==> config.mk <==
export PLATFORM = sky130hd
export DESIGN_NAME = spv_scaler
export DESIGN_NICKNAME = d
export VERILOG_FILES = /design/src/design/spv_pkg.sv /design/src/design/spv_scaler.sv
export SDC_FILE = /design/constraint.sdc
export NUM_CORES = 2
export LEC_CHECK = 0
export BUFFER_PORTS_ARGS = -buffer_cell sky130_fd_sc_hd__buf_2
export CAP_MARGIN = 5
export CORE_ASPECT_RATIO = 2
export CORE_MARGIN = 2
export CORE_UTILIZATION = 59
export DETAILED_ROUTE_END_ITERATION = 6
export MAX_ROUTING_LAYER = met4
export PLACE_DENSITY_LB_ADDON = 0.2
export SKIP_CTS_REPAIR_TIMING = 1
export SLEW_MARGIN = 20
export SYNTH_ARGS = -nofsm -noshare
export SYNTH_HDL_FRONTEND = slang
export SYNTH_SLANG_ARGS = --single-unit
==> constraint.sdc <==
create_clock -name clk -period 7.5 [get_ports clk]
set_input_delay 0.375 -clock clk [delete_from_list [all_inputs] [get_ports clk]]
set_output_delay 0.375 -clock clk [all_outputs]
set_load 0.02 [all_outputs]
==> src/design/spv_pkg.sv <==
// shared types, register map and helpers for the sample playback voice
`timescale 1ns / 1ps
package spv_pkg;

    localparam int DEFAULT_SAMPLE_DEPTH = 4096;
    localparam int SAMPLE_BITS = 16;
    localparam int FRAME_BITS = 13;
    localparam int MAG_BITS = SAMPLE_BITS + 1;
    localparam int GAIN_BITS = 16;

    localparam logic [1:0] REQ_LOAD  = 2'd0;
    localparam logic [1:0] REQ_START = 2'd1;
    localparam logic [1:0] REQ_STOP  = 2'd2;
    localparam logic [1:0] REQ_TICK  = 2'd3;

    localparam logic [2:0] REG_FRAME_COUNT = 3'd0;
    localparam logic [2:0] REG_STEREO      = 3'd1;
    localparam logic [2:0] REG_LOOP        = 3'd2;
    localparam logic [2:0] REG_LEFT_GAIN   = 3'd3;
    localparam logic [2:0] REG_RIGHT_GAIN  = 3'd4;
    localparam logic [2:0] REG_FADE_IN     = 3'd5;
    localparam logic [2:0] REG_FADE_OUT    = 3'd6;

    localparam logic [GAIN_BITS-1:0] GAIN_RESET = 16'h8000;

    typedef struct packed {
        logic [1:0]         req_type;
        logic [11:0]        load_address;
        logic signed [15:0] load_left;
        logic signed [15:0] load_right;
    } req_t;

    typedef struct packed {
        logic signed [15:0] left_out;
        logic signed [15:0] right_out;
        logic               frame_valid;
        logic               still_playing;
    } rsp_t;

    // operands for one scaled channel
    typedef struct packed {
        logic [MAG_BITS-1:0]   mag;
        logic                  neg;
        logic [GAIN_BITS-1:0]  gain;
        logic [FRAME_BITS-1:0] nin;
        logic [FRAME_BITS-1:0] nout;
        logic [FRAME_BITS-1:0] din;
        logic [FRAME_BITS-1:0] dout;
    } scl_op_t;

    // rounded magnitude to signed output with saturation
    function automatic logic [15:0] sat_out(input logic neg, input logic big,
                                            input logic [15:0] q);
        logic [15:0] r;
        begin
            if (neg) begin
                if (big || q > 16'd32768)
                    r = 16'h8000;
                else
                    r = 16'(~q + 16'd1);
            end
            else begin
                if (big || q > 16'd32767)
                    r = 16'h7fff;
                else
                    r = q;
            end
            return r;
        end
    endfunction

endpackage

==> src/design/spv_scaler.sv <==
// iterative scale unit: s2 * gain * fades / (den * 65536), rounded and saturated
`timescale 1ns / 1ps
module spv_scaler (
    input  logic            clk,
    input  logic            rst_n,
    input  logic            start,
    input  spv_pkg::scl_op_t op,
    output logic            done,
    output logic [15:0]     result
);

    typedef enum logic [3:0] {
        S_IDLE, S_M0, S_M1, S_M2, S_M3, S_ADD, S_CMP, S_DIV
    } state_t;

    state_t           state_reg;
    spv_pkg::scl_op_t op_reg;
    logic [58:0]      acc_reg;
    logic [25:0]      d_reg;
    logic [43:0]      y_reg;
    logic [25:0]      rem_reg;
    logic [15:0]      ylo_reg;
    logic [15:0]      q_reg;
    logic [3:0]       cnt_reg;
    logic             done_reg;
    logic [15:0]      result_reg;

    logic [42:0] mul_a;
    logic [15:0] mul_b;
    logic [58:0] prod;
    logic [59:0] sum;
    logic [26:0] trial;
    logic [26:0] diff;
    logic        ge;
    logic [25:0] rem_next;
    logic [15:0] q_next;

    // the one shared multiplier
    always_comb
    begin
        case (state_reg)
            S_M0:
            begin
                mul_a = 43'(op_reg.mag);
                mul_b = 16'(op_reg.nin);
            end
            S_M1:
            begin
                mul_a = acc_reg[42:0];
                mul_b = 16'(op_reg.nout);
            end
            S_M2:
            begin
                mul_a = acc_reg[42:0];
                mul_b = op_reg.gain;
            end
            S_M3:
            begin
                mul_a = 43'(op_reg.din);
                mul_b = 16'(op_reg.dout);
            end
            default:
            begin
                mul_a = '0;
                mul_b = '0;
            end
        endcase
    end

    assign prod     = 59'(mul_a) * 59'(mul_b);
    // half of the denominator added for rounding, then the 2^16 part dropped
    assign sum      = {1'b0, acc_reg} + (60'(d_reg) << 15);
    assign trial    = {rem_reg, ylo_reg[15]};
    assign ge       = trial >= {1'b0, d_reg};
    assign diff     = trial - {1'b0, d_reg};
    assign rem_next = ge ? diff[25:0] : trial[25:0];
    assign q_next   = {q_reg[14:0], ge};

    always_ff @(posedge clk or negedge rst_n)
    begin
        if (!rst_n)
        begin
            state_reg <= S_IDLE;
            done_reg  <= 1'b0;
        end
        else
        begin
            done_reg <= 1'b0;
            case (state_reg)
                S_IDLE:
                begin
                    if (start)
                    begin
                        op_reg    <= op;
                        state_reg <= S_M0;
                    end
                end
                S_M0:
                begin
                    acc_reg   <= prod;
                    state_reg <= S_M1;
                end
                S_M1:
                begin
                    acc_reg   <= prod;
                    state_reg <= S_M2;
                end
                S_M2:
                begin
                    acc_reg   <= prod;
                    state_reg <= S_M3;
                end
                S_M3:
                begin
                    d_reg     <= prod[25:0];
                    state_reg <= S_ADD;
                end
                S_ADD:
                begin
                    y_reg     <= sum[59:16];
                    state_reg <= S_CMP;
                end
                S_CMP:
                begin
                    if (y_reg >= 44'({d_reg, 16'h0000}))
                    begin
                        // quotient at least 65536: saturates either way
                        result_reg <= spv_pkg::sat_out(op_reg.neg, 1'b1, 16'h0000);
                        done_reg   <= 1'b1;
                        state_reg  <= S_IDLE;
                    end
                    else
                    begin
                        rem_reg   <= y_reg[41:16];
                        ylo_reg   <= y_reg[15:0];
                        q_reg     <= '0;
                        cnt_reg   <= 4'd15;
                        state_reg <= S_DIV;
                    end
                end
                S_DIV:
                begin
                    rem_reg <= rem_next;
                    ylo_reg <= {ylo_reg[14:0], 1'b0};
                    q_reg   <= q_next;
                    cnt_reg <= cnt_reg - 4'd1;
                    if (cnt_reg == 4'd0)
                    begin
                        result_reg <= spv_pkg::sat_out(op_reg.neg, 1'b0, q_next);
                        done_reg   <= 1'b1;
                        state_reg  <= S_IDLE;
                    end
                end
                default:
                begin
                    state_reg <= S_IDLE;
                end
            endcase
        end
    end

    assign done   = done_reg;
    assign result = result_reg;

endmodule

==> results.yml <==
synth:
  syn_inst: 3816
  yosys-top-cells-area: "fa_1 32%, edfxtp_1 24%, ha_1 7.3%"
  ys_async_sr_fraction: 0.0135
  netlist_area_sq_mm: 0.0362
  synth-seq-area-share: 0.245
  synthFlopType: "edfxtp_1"
  ys_warn_count: 0
  ys_ff_latch: 296
  avgSynthCellArea_sq_um: 9.48
  yosys.area.top_type_share: 0.318
  syn_nets: 4689
  synth_edf_count: 292
  synth_top_area_cell: "fa_1"
  ys_types: 78
sta:
  setup_ws_ps: -33.6
  clock_skew_ps: 35.7
  tightestPinTransition_ps: 1030
  rsz0062_at_grt: "true"
  clock.fmax_mhz: 133
  holdWs_ps: -28.1
  maxSlewHeadroom: 0.315
  drv_slew: 0
  hold_violations: 5
  setup_viol: 4
  min_period_over_period: 1.00
  period_needed_ps: 7530
clocking:
  htree_levels: 1
  cts.sinks: 296
  clockBufferDepth: 3
  clk_pin_slew_ps: 80
  cts-root-buf: "clkbuf_16"
  cts_made_buffers: 27
  clkLatencyLatePin_ps: 600
  cts_tree: "done"
placed_design:
  place_ws_ps: -614
  gp_congestion: 1.05
  dp_hpwl_microns: 95400
  postPlaceCellArea_sq_mm: 0.0402
  port_buffers: 105
critical_path:
  slowest_stage: "fa_1"
  critPathKind: "reg -> reg"
  r2r-start: "state_reg[0]"
  path_common_cell: "inv_1"
  worstSetupStartpoint: "state_reg[0]"
  cp_data_required_time_ps: 7850
  cp_max_fo: 13
  cpPeakStageDelay_ps: 610
  timing.reg2reg.setup_slack_ps: -30
  worstSetupEndpoint: "acc_reg[48]"
  startpoint_type: "flop"
  crit_arrival_ps: 7890
  reg2regPathDepth: 29
  worstReg2RegEnd: "acc_reg[48]"
  end_kind: "flop"
route:
  via_per_inst: 5.95
  post_drt_wl_per_cell_microns: 23.6
  antenna_left: 0
  drcViolationCount: 0
  drt_iter0_drc: 2229
  vias: 29800
  drt_pass1_iterations: 6
  routed_wl_microns: 118000
floorplan:
  core_sq_mm: 0.0609
  io_pins: 106
  num_rows: 128
  die-height_microns: 354
  start_util: 0.595
  dieArea_sq_mm: 0.0634
  die_w_microns: 179
grt:
  global_route.overflow_total: 0
  grt_antenna_before_repair: 3
  grt_max_degree: 73
  grt_pass1_vias: 32200
  grt_usage: 0.392
  grt_pass1_wl_microns: 177000
status:
  failed_checks: "negative hold slack, negative setup slack"
  status: "complete, but fails checks"
finish:
  final_cell_area_sq_mm: 0.0425
  drive_above_1_share: 0.152
  areaGrowthSynthToFinish_pct: 17.4
  layout.nets: 5084
  fill_cells: 4748
  final_core_util: 0.698
  layout_commonest_cell: "nand2_1"
  multi_input_area_sq_mm: 0.0246
  final_cell_mix: "683 x nand2_1, 667 x inv_1, 563 x fa_1"
  ff_latch_area_sq_mm: 0.00887
  largest_reg_flops: 86
hold_path:
  hp-class: "in -> reg"
run:
  drv_cap: 0
==> layer usage <==
layer,vias to the layer above,routed length (microns),track usage
met5,-,0,-
met2,1462,62000,0.685
met4,0,13600,0.352
met3,761,7380,0.0587
li1,12900,-,-
met1,14700,35400,0.360
==> worst max-delay path: cells and delay by family (launching register included) <==
kind	cells	cell delay [ps]
fa+ha+maj	7	3330
compound gates	8	1590
buf+inv	9	1020
simple gates	4	810
flops	1	450
xor+xnor	1	80
==> through the flow <==
step	setup TNS [ps]	hold slack, ps	instances
2_1_floorplan	0	79.4	3816
3_3_place_gp	-3120	232	4878
3_5_place_dp	-3930	231	4878
4_1_cts	-4380	-373	4928
5_1_grt	-2270	-36.0	5015
6_report	-78.4	-28.1	5016
==> worst min path at each step <==
stage                 from           end  slack [ps]  cells past startpoint
finish              op[51]    op_reg[51]         -30                      1
global route        op[51]    op_reg[51]         -40                      1
global placement     rst_n  state_reg[0]         230                      1
CTS                  rst_n  state_reg[0]        -370                      1
detailed placement   rst_n  state_reg[0]         230                      1
floorplan            rst_n          done          80                      0
==> synth_stat cells, drive strengths merged, types with 5 or more instances <==
cell type,number
and2,108
o22ai,14
or3,13
nand2,689
nor3b,5
a22oi,23
a41oi,6
and4,10
or2,6
o211ai,11
and3,25
o21ai,70
clkbuf,139
fa,574
o21a,28
a21boi,6
nand3,43
ha,210
nor2b,25
mux2,9
nor2,282
buf,24
xor2,38
a21o,76
o31ai,9
nand2b,10
nand4,17
xnor2,82
a211oi,15
a21oi,136
nor4,6
a311oi,5
inv,669
o21bai,15
nor3,17
edfxtp,292
a31oi,36
mux2i,15
==> layout make-up <==
class / instances / share of cell area
diodes: 4 / 0.000236
well taps: 780 / 0.0230
multi-input cells: 2686 / 0.580
repair buffers: 529 / 0.106
inverters: 671 / 0.0594
flip-flops and latches: 296 / 0.209
clock buffers: 29 / 0.0161
clock inverters: 21 / 0.00677
==> cells by family after synthesis <==
family          synth area share
buf+inv                   0.0876
xor+xnor                  0.0290
flops                      0.245
fa+ha+maj                  0.390
mux                      0.00695
simple gates               0.152
compound gates            0.0890
Power is left out: the tool's default activity adds up to more than one toggle a clock period on the data nets, which glitch-free logic cannot reach.
